[config.mk]
export PLATFORM = sky130hd
export DESIGN_NAME = mso_ctrl
export DESIGN_NICKNAME = d
export VERILOG_FILES = /design/src/hw/rtl/mso_pkg.sv /design/src/hw/rtl/mso_ctrl.sv
export SDC_FILE = /design/constraint.sdc
export NUM_CORES = 1
export LEC_CHECK = 0
export BUFFER_PORTS_ARGS = -buffer_cell sky130_fd_sc_hd__clkbuf_2
export CAP_MARGIN = 20
export CORE_MARGIN = 2
export CORE_UTILIZATION = 53
export DETAILED_ROUTE_END_ITERATION = 12
export PLACE_DENSITY = 0.78
export SLEW_MARGIN = 20
export SYNTH_ARGS = -nofsm -noshare
export SYNTH_HDL_FRONTEND = slang
export SYNTH_SLANG_ARGS = --single-unit
[constraint.sdc]
create_clock -name clk -period 1.8 [get_ports clk]
set_input_delay 0.18 -clock clk [delete_from_list [all_inputs] [get_ports clk]]
set_output_delay 0.18 -clock clk [all_outputs]
set_load 0.02 [all_outputs]
[src/hw/rtl/mso_pkg.sv]
// Shared types, constants and helpers of the MP3 seek offset mapper.
`timescale 1ns / 1ps
package mso_pkg;

  localparam int TOC_DEPTH = 128;
  localparam int TOC_AW    = $clog2(TOC_DEPTH);
  localparam int CNT_W     = $clog2(TOC_DEPTH + 1);
  localparam int DIV_W     = 50;
  localparam int DVR_W     = 33;

  localparam logic [1:0] MODE_CBR  = 2'd0;
  localparam logic [1:0] MODE_XING = 2'd1;
  localparam logic [1:0] MODE_VBRI = 2'd2;

  localparam logic [2:0] REG_SEEK_MODE  = 3'd0;
  localparam logic [2:0] REG_DURATION   = 3'd1;
  localparam logic [2:0] REG_FIRST_OFS  = 3'd2;
  localparam logic [2:0] REG_AUDIO_SIZE = 3'd3;
  localparam logic [2:0] REG_FILE_SIZE  = 3'd4;
  localparam logic [2:0] REG_TOC_COUNT  = 3'd5;
  localparam logic [2:0] REG_VBRI_FPE   = 3'd6;
  localparam logic [2:0] REG_CBR_RATE   = 3'd7;

  localparam logic [31:0] XING_SCALE = 32'd25600;
  localparam logic [6:0]  XING_LAST  = 7'd99;
  localparam logic [8:0]  Q8_ONE     = 9'd256;

  typedef struct packed {
    logic [1:0]  seek_mode;
    logic [31:0] duration_ms;
    logic [31:0] first_frame_offset;
    logic [31:0] audio_bytes;
    logic [31:0] file_size;
    logic [7:0]  toc_count;
    logic [15:0] vbri_frames_per_entry;
    logic [31:0] cbr_bytes_per_ms_q16;
  } cfg_t;

  typedef enum logic [4:0] {
    ST_IDLE, ST_C_MUL, ST_RES16, ST_X_MUL, ST_X_DIV, ST_X_DIVW, ST_X_CHK,
    ST_X_RDA, ST_X_RDB, ST_X_INT, ST_X_MUL2, ST_V_MUL1, ST_V_DIV1, ST_V_DIV1W,
    ST_V_I, ST_V_MUL2, ST_V_D, ST_V_MUL3, ST_V_DIV2, ST_V_DIV2W, ST_V_FRAC,
    ST_V_WALK, ST_V_WLAST, ST_V_MUL4, ST_V_DIV3, ST_V_DIV3W, ST_V_RES, ST_FIN
  } state_t;

  typedef enum logic [4:0] {
    OP_NONE, OP_ACCEPT, OP_MUL_CBR, OP_RES_PROD16, OP_MUL_XQ, OP_DIV_DUR,
    OP_XSPLIT, OP_RD_A, OP_RD_B, OP_XINT, OP_MUL_XA, OP_MUL_SN, OP_SET_I,
    OP_MUL_ID, OP_SET_D, OP_MUL_DF, OP_DIV_FRAC, OP_FRAC, OP_WALK,
    OP_WALK_END, OP_MUL_BACK, OP_DIV_BACK, OP_RES_VBRI, OP_OUT
  } dp_op_t;

  typedef struct packed {
    dp_op_t op;
  } dp_cmd_t;

  typedef struct packed {
    logic div_busy;
    logic div_done;
    logic x_early;
    logic walk_last;
    logic out_free;
  } dp_sts_t;

  // Saturate a widened sum to 32 bits.
  function automatic logic [31:0] sat32(input logic [DIV_W-1:0] v);
    return (v > DIV_W'(32'hFFFF_FFFF)) ? 32'hFFFF_FFFF : v[31:0];
  endfunction

endpackage

[src/hw/rtl/mso_ctrl.sv]
// Controller state machine that sequences the datapath for each item.
`timescale 1ns / 1ps
module mso_ctrl (
  input  logic              clk,
  input  logic              rst,
  input  logic              in_valid,
  input  logic              in_req,
  input  logic [1:0]        seek_mode,
  input  mso_pkg::dp_sts_t  sts,
  output logic              in_ready,
  output mso_pkg::dp_cmd_t  cmd
);
  import mso_pkg::*;

  state_t state;
  state_t state_next;

  always_ff @(posedge clk) begin
    if (rst) begin
      state <= ST_IDLE;
    end else begin
      state <= state_next;
    end
  end

  always_comb begin
    state_next = state;
    in_ready   = 1'b0;
    cmd.op     = OP_NONE;
    case (state)
      ST_IDLE: begin
        in_ready = 1'b1;
        if (in_valid) begin
          cmd.op = OP_ACCEPT;
          if (in_req) begin
            if (seek_mode == MODE_XING) begin
              state_next = ST_X_MUL;
            end else if (seek_mode == MODE_VBRI) begin
              state_next = ST_V_MUL1;
            end else begin
              state_next = ST_C_MUL;
            end
          end
        end
      end
      ST_C_MUL:   begin cmd.op = OP_MUL_CBR;    state_next = ST_RES16; end
      ST_RES16:   begin cmd.op = OP_RES_PROD16; state_next = ST_FIN; end
      ST_X_MUL:   begin cmd.op = OP_MUL_XQ;     state_next = ST_X_DIV; end
      ST_X_DIV:   begin cmd.op = OP_DIV_DUR;    state_next = ST_X_DIVW; end
      ST_X_DIVW: begin
        if (sts.div_done) begin
          state_next = ST_X_CHK;
        end
      end
      ST_X_CHK: begin
        cmd.op     = OP_XSPLIT;
        state_next = sts.x_early ? ST_FIN : ST_X_RDA;
      end
      ST_X_RDA:   begin cmd.op = OP_RD_A;       state_next = ST_X_RDB; end
      ST_X_RDB:   begin cmd.op = OP_RD_B;       state_next = ST_X_INT; end
      ST_X_INT:   begin cmd.op = OP_XINT;       state_next = ST_X_MUL2; end
      ST_X_MUL2:  begin cmd.op = OP_MUL_XA;     state_next = ST_RES16; end
      ST_V_MUL1:  begin cmd.op = OP_MUL_SN;     state_next = ST_V_DIV1; end
      ST_V_DIV1:  begin cmd.op = OP_DIV_DUR;    state_next = ST_V_DIV1W; end
      ST_V_DIV1W: begin
        if (sts.div_done) begin
          state_next = ST_V_I;
        end
      end
      ST_V_I:     begin cmd.op = OP_SET_I;      state_next = ST_V_MUL2; end
      ST_V_MUL2:  begin cmd.op = OP_MUL_ID;     state_next = ST_V_D; end
      ST_V_D:     begin cmd.op = OP_SET_D;      state_next = ST_V_MUL3; end
      ST_V_MUL3:  begin cmd.op = OP_MUL_DF;     state_next = ST_V_DIV2; end
      ST_V_DIV2:  begin cmd.op = OP_DIV_FRAC;   state_next = ST_V_DIV2W; end
      ST_V_DIV2W: begin
        if (sts.div_done) begin
          state_next = ST_V_FRAC;
        end
      end
      ST_V_FRAC:  begin cmd.op = OP_FRAC;       state_next = ST_V_WALK; end
      ST_V_WALK: begin
        cmd.op = OP_WALK;
        if (sts.walk_last) begin
          state_next = ST_V_WLAST;
        end
      end
      ST_V_WLAST: begin cmd.op = OP_WALK_END;   state_next = ST_V_MUL4; end
      ST_V_MUL4:  begin cmd.op = OP_MUL_BACK;   state_next = ST_V_DIV3; end
      ST_V_DIV3:  begin cmd.op = OP_DIV_BACK;   state_next = ST_V_DIV3W; end
      ST_V_DIV3W: begin
        if (sts.div_done) begin
          state_next = ST_V_RES;
        end
      end
      ST_V_RES:   begin cmd.op = OP_RES_VBRI;   state_next = ST_FIN; end
      ST_FIN: begin
        if (sts.out_free) begin
          cmd.op     = OP_OUT;
          state_next = ST_IDLE;
        end
      end
      default: begin
        state_next = ST_IDLE;
      end
    endcase
  end

  // Waiting on the divider only makes sense while it is running or just finished.
  a_div_wait: assert property (@(posedge clk) disable iff (rst)
    (state == ST_X_DIVW || state == ST_V_DIV1W || state == ST_V_DIV2W ||
     state == ST_V_DIV3W) |-> (sts.div_busy || sts.div_done))
    else $error("controller waits on an idle divider");

  // A result is only loaded when the output register can take it.
  a_out_free: assert property (@(posedge clk) disable iff (rst)
    (cmd.op == OP_OUT) |-> sts.out_free)
    else $error("result overwrote a pending transfer");

  // A table load finishes in its accepting cycle.
  a_load_idle: assert property (@(posedge clk) disable iff (rst)
    (state == ST_IDLE && in_valid && !in_req) |=> (state == ST_IDLE))
    else $error("table load did not return to idle");

endmodule

==> results of run 1 <==
==> layer usage <==
layer / up-vias / GRT usage, % / wire (um)
li1: 454 / - / -
met1: 453 / 33.7 / 914
met2: 43 / 44.6 / 1070
met3: 6 / 6.03 / 147
met4: 0 / 4.38 / 32
met5: - / 0 / 0
==> through the flow <==
| step | worst slack [ns] | utilization, % | instances | setup TNS (ns) | power (uW) |
|---|---|---|---|---|---|
| 2_1_floorplan | 0.138 | - | 106 | 0 | 1400 |
| 3_3_place_gp | 0.114 | 68.3 | 136 | 0 | 1790 |
| 3_5_place_dp | 0.0788 | 68.3 | 136 | 0 | 1830 |
| 4_1_cts | -0.0106 | 71.0 | 140 | -0.0106 | 2000 |
| 5_1_grt | -0.0365 | 74.2 | 143 | -0.0365 | 2280 |
| 6_report | 0.0282 | 74.2 | 143 | 0 | 2110 |
==> cell type report <==
type / instances / area share (%)
clock buffer: 4 / 2.62
inverter: 5 / 2.25
multi-input combinational: 84 / 61.4
sequential: 5 / 11.6
tap: 15 / 1.87
timing repair buffer: 30 / 20.2
==> cell usage in the layout, fill, tap and decap left out, drive strengths merged, types with 3 or more instances in the layout <==
cell    Yosys  routed
nor3        3       3
a211oi      5       5
nand2b      5       5
a21oi       8       8
a21o        3       3
nor2        7       7
inv         4       4
clkbuf      5      17
dfxtp       5       5
nand2       5       5
o21ai       8       8
buf         7      17
==> final timing paths <==
kind	to	slack (ns)	from	cells after the start
worst max-delay path	cmd[0]	0.03	state[1]	5
worst min-delay path	state[1]	0.21	rst	2
worst max register to register	state[1]	0.10	state[1]	5
worst min register to register	state[2]	0.70	state[2]	3
==> where the power goes <==
group | switching (uW) | internal (uW)
Combinational | 898 | 773
Sequential | 124 | 190
Clock | 42.3 | 83.6
==> cell usage after synthesis (2+ instances only) <==
library cell / number / area (um^2)
nor4_1: 2 / 12.5
nand2_1: 5 / 18.8
o22ai_1: 2 / 12.5
nand3_1: 2 / 10.0
a21oi_1: 7 / 35.0
a211oi_1: 4 / 30.0
buf_2: 3 / 15.0
clkbuf_1: 5 / 18.8
buf_6: 2 / 22.5
o21ai_0: 6 / 30.0
o211ai_1: 2 / 15.0
nor3_1: 3 / 15.0
nand2b_1: 5 / 31.3
inv_1: 4 / 15.0
buf_1: 2 / 7.51
nor2_1: 7 / 26.3
a31oi_1: 2 / 12.5
a21o_1: 3 / 22.5
o21ai_1: 2 / 10.0
dfxtp_1: 5 / 100
==> what timing repair did <==
| action | 4_1_cts | 5_1_grt |
|---|---|---|
| gates resized for setup | 6 | 10 |
| buffers inserted | 0 | 3 |
| setup endpoints to repair | 4 | 4 |
| pin swaps | 1 | 1 |
==> logic make-up (layout without fill, tap and decap cells) <==
group,Yosys count,after routing,share of synthesized area (%)
AOI/OAI and AO/OA,44,44,42.0
and+or+nand+nor,37,37,30.7
buffers and inverters,17,39,10.5
DFF,5,5,12.7
adders and majority gates,1,1,1.58
xor gates and xnor gates,1,1,1.11
muxes,1,1,1.43
==> results.py, run 1 <==
metrics = {
    "setup_path": {
        "crit_fanout": 6,
        "cp.arrival_ns": 1.59,
        "startpoint_type": "flop",
        "crit_type": "flop to primary output",
        "cp_num_buf_inv": 1,
        "endpoint_kind": "primary output",
        "cp.required_ns": 1.62,
        "crit_family": "simple AND/OR/NAND/NOR gates",
        "critPathSlowestCell": "or4b_1",
        "cp_slowest_stage_delay_ns": 0.51,
        "path_cells": "or4b_1 -> a21oi_1 -> a31oi_1 -> o21ai_1 -> buf_4",
    },
    "yosys": {
        "syn-num-nets": 118,
        "synth_seq_cells": 5,
        "synthFlopType": "dfxtp_1",
        "synthCells": 106,
        "mappedNetlistArea_um2": 790,
        "yosysSeqAreaShare_pct": 12.7,
        "synth_edf_count": 0,
        "ys_types": 53,
        "ys_warn_count": 0,
        "syn_avg_cell_area_um2": 7.45,
        "ys_async_sr_fraction_pct": 0,
    },
    "grt": {
        "grt_antenna_before_repair": 0,
        "grt_use_total_pct": 26.1,
        "overflow": 0,
        "grt_pass1_wl_um": 3710,
        "grt_pass1_vias": 812,
        "grt_max_degree": 23,
    },
    "place": {
        "port_buffers": 15,
        "place_area_um2": 922,
        "dpl.hpwl_um": 1560,
        "place_congestion": 0.901,
    },
    "floorplan": {
        "initial_core_util_pct": 58.5,
        "num_rows": 13,
        "die_h_um": 42.6,
        "io_pins": 17,
        "coreArea_um2": 1350,
        "die_area_um2": 1810,
        "die-width_um": 42.6,
    },
    "layout": {
        "regArea_um2": 116,
        "largest_register_ffs": 5,
        "fin_area_um2": 1000,
        "diodes": 0,
        "syn_to_final_growth_pct": 26.9,
        "fill_cells": 113,
        "top_register": "state",
        "nNetsFinal": 141,
        "multi_input_area_um2": 616,
        "layout-drive-gt1-share_pct": 39.8,
        "largestRegisters": "state (5)",
    },
    "timing": {
        "maxSlewViolCount": 0,
        "post-route-period-util_pct": 98.4,
        "finalHoldViolations": 0,
        "fin_skew_ns": 0.00291,
        "worstMarginPinSlew_ns": 0.404,
        "slew_headroom_pct": 72.8,
        "setup_viol_count_final": 0,
        "layout_min_cycle_time_ns": 1.77,
        "max_freq_mhz": 564,
        "whs_ns": 0.211,
        "grt_setup_unrepaired": "yes",
    },
    "drt": {
        "first_pass_iters": 4,
        "drtIter0Drc": 40,
        "drtAntennaViolNets": 0,
        "drc_errors": 0,
        "vias_per_cell": 6.69,
        "wl_um": 2160,
        "wl_per_cell_um": 15.1,
        "vias": 956,
    },
    "clock_network": {
        "clk_pin_slew_ns": 0.04,
        "clock-sinks": 5,
        "cts_buffers": 3,
        "cts-htree-levels": 1,
        "cts_buffer_depth": 2,
        "clk_latency_ns": 0.24,
        "cts-root-buf": "clkbuf_4",
        "hold_buffers": 0,
        "cts_tree": "done",
    },
    "min_path": {
        "hp-class": "primary input to flop",
    },
    "power_and_ir_drop": {
        "p_leak_uw": 0.000429,
        "ir_worst_vdd_v": 0.00117,
        "powerDensity_nw_per_um2": 2110,
    },
    "run_status": {
        "status": "completed",
    },
    "flow_run": {
        "max-cap-violations": 0,
    },
}
Power figures use the tool's default switching activity.
==> inputs of run 2 (changes only) <==
--- a/config.mk
+++ b/config.mk
@@ -11,6 +11,7 @@
 export CORE_UTILIZATION = 53
 export DETAILED_ROUTE_END_ITERATION = 12
 export PLACE_DENSITY = 0.78
+export REMOVE_ABC_BUFFERS = 1
 export SLEW_MARGIN = 20
 export SYNTH_ARGS = -nofsm -noshare
 export SYNTH_HDL_FRONTEND = slang
==> run 2 against run 1 <==
Compared with the run above:
- clock skew grew 0.0057 ns
- first-iteration DRC count shrank 38%
- non-clock buffer count increased by 3
- design area rose by 3.9%
- clock-buffer cell count is the same
- fmax fell by 1.4%
- global-route usage fell by 0.70 points
==> results.py, run 2 (same netlist as run 1, synthesis figures left out) <==
metrics = {
    "run_status": {
        "status": "completed",
    },
    "grt": {
        "overflow": 0,
        "grt_max_degree": 17,
        "grt_pass1_vias": 856,
        "grt_pass1_wl_um": 3650,
        "grt_antenna_before_repair": 0,
        "grt_use_total_pct": 25.4,
    },
    "drt": {
        "wl_um": 2280,
        "vias_per_cell": 6.64,
        "drc_errors": 0,
        "vias": 970,
        "drtAntennaViolNets": 0,
        "first_pass_iters": 4,
        "drtIter0Drc": 25,
        "wl_per_cell_um": 15.6,
    },
    "place": {
        "pre_cts_ws_ns": 0.0839,
        "dp.cells": 137,
        "place_area_um2": 917,
        "dpl.hpwl_um": 1580,
        "place_congestion": 0.872,
        "port_buffers": 15,
    },
    "floorplan": {
        "die_area_um2": 1810,
        "initial_core_util_pct": 58.5,
        "die-width_um": 42.6,
        "die_h_um": 42.6,
        "num_rows": 13,
        "io_pins": 17,
        "coreArea_um2": 1350,
    },
    "layout": {
        "diodes": 0,
        "fill_cells": 100,
        "syn_to_final_growth_pct": 31.9,
        "final_common_cell": "buf_4",
        "final_cell_mix": "buf_4 (15), clkbuf_2 (14), nor2_1 (7)",
        "top_register": "state",
        "layout-drive-gt1-share_pct": 42.7,
        "nNetsFinal": 144,
        "largest_register_ffs": 5,
        "largestRegisters": "state (5)",
        "fin_area_um2": 1040,
        "fin_cells": 146,
    },
    "setup_path": {
        "crit_fanout": 8,
        "cp.arrival_ns": 1.62,
        "startpoint_type": "flop",
        "endpoint_kind": "primary output",
        "crit_type": "flop to primary output",
        "reg2reg_slack_ns": 0.10,
        "cp.required_ns": 1.62,
    },
    "timing": {
        "slew_headroom_pct": 73.5,
        "worstMarginPinSlew_ns": 0.396,
        "max_freq_mhz": 556,
        "setup_viol_count_final": 0,
        "grt_setup_unrepaired": "yes",
        "post-route-period-util_pct": 99.9,
        "fin_skew_ns": 0.00857,
        "tns_ns": 0,
        "finalHoldViolations": 0,
        "maxSlewViolCount": 0,
        "fin_ws_ns": 0.00248,
        "layout_min_cycle_time_ns": 1.80,
    },
    "power_and_ir_drop": {
        "p_leak_uw": 0.000442,
        "powerDensity_nw_per_um2": 2110,
        "power_uw": 2190,
        "ir_worst_vdd_v": 0.00115,
    },
    "clock_network": {
        "clock-sinks": 5,
        "cts_buffers": 3,
        "clk_latency_ns": 0.25,
        "cts_tree": "done",
        "cts-htree-levels": 1,
        "cts_buffer_depth": 2,
        "cts-root-buf": "clkbuf_4",
        "clk_pin_slew_ns": 0.04,
    },
    "flow_run": {
        "max-cap-violations": 0,
    },
    "min_path": {
        "hp-class": "primary input to flop",
    },
}
[run 2: changes by cell type in the layout (fill, tap and decap cells not counted), sizes merged]
cell    previous run  this run
buf               17        19
clkbuf            17        18
clkinv             0         1
inv                4         3
[run 2: what timing repair did]
item	4_1_cts	5_1_grt
endpoints found under the hold margin	0	0
resized for setup	10	13
pin swaps	2	1
setup endpoints to repair	5	4
hold buffers	0	0
setup buffers	4	1
[run 2: layer usage]
metal | vias up | track usage [%] | part of all wire (%)
li1 | 458 | - | -
met1 | 451 | 33.7 | 42
met2 | 51 | 39.7 | 48
met3 | 10 | 3.02 | 6.6
met4 | 0 | 13.8 | 3.0
met5 | - | 0 | 0
[run 2: report_power, final]
part	internal (uW)	total (uW)	switching, uW
clock network	84.2	137	52.4
logic	829	1760	931
registers	189	298	108
total	1100	2190	1090
[run 2: stage by stage]
step | utilization [%] | hold WS (ns)
2_1_floorplan | - | 0.245
3_3_place_gp | 67.9 | 0.442
3_5_place_dp | 67.9 | 0.447
4_1_cts | 73.6 | 0.181
5_1_grt | 77.1 | 0.192
6_report | 77.1 | 0.189
[run 2: area by class of cell]
cell class | count | area, um^2 | area share, %
Inverter | 5 | 22.5 | 2.16
Timing Repair Buffer | 33 | 228 | 21.9
Clock buffer | 4 | 26.3 | 2.52
Sequential cell | 5 | 116 | 11.2
Tap cell | 15 | 18.8 | 1.80
Multi-Input combinational cell | 84 | 629 | 60.5
[run 2: final timing paths]
path	from	end	cells after the start
worst min register to register	state[3]	state[3]	2
worst max register to register	state[2]	state[3]	5
worst max-delay path	state[3]	cmd[2]	7
worst min-delay path	rst	state[1]	2
[run 2: worst max-delay path: stages, from the launching register on]
cell and delay, ns:
dfxtp_4 0.39, buf_4 0.17, clkinv_1 0.09, buf_4 0.17, nor2_1 0.12, o21ai_0 0.12
o211ai_1 0.11, clkbuf_2 0.19
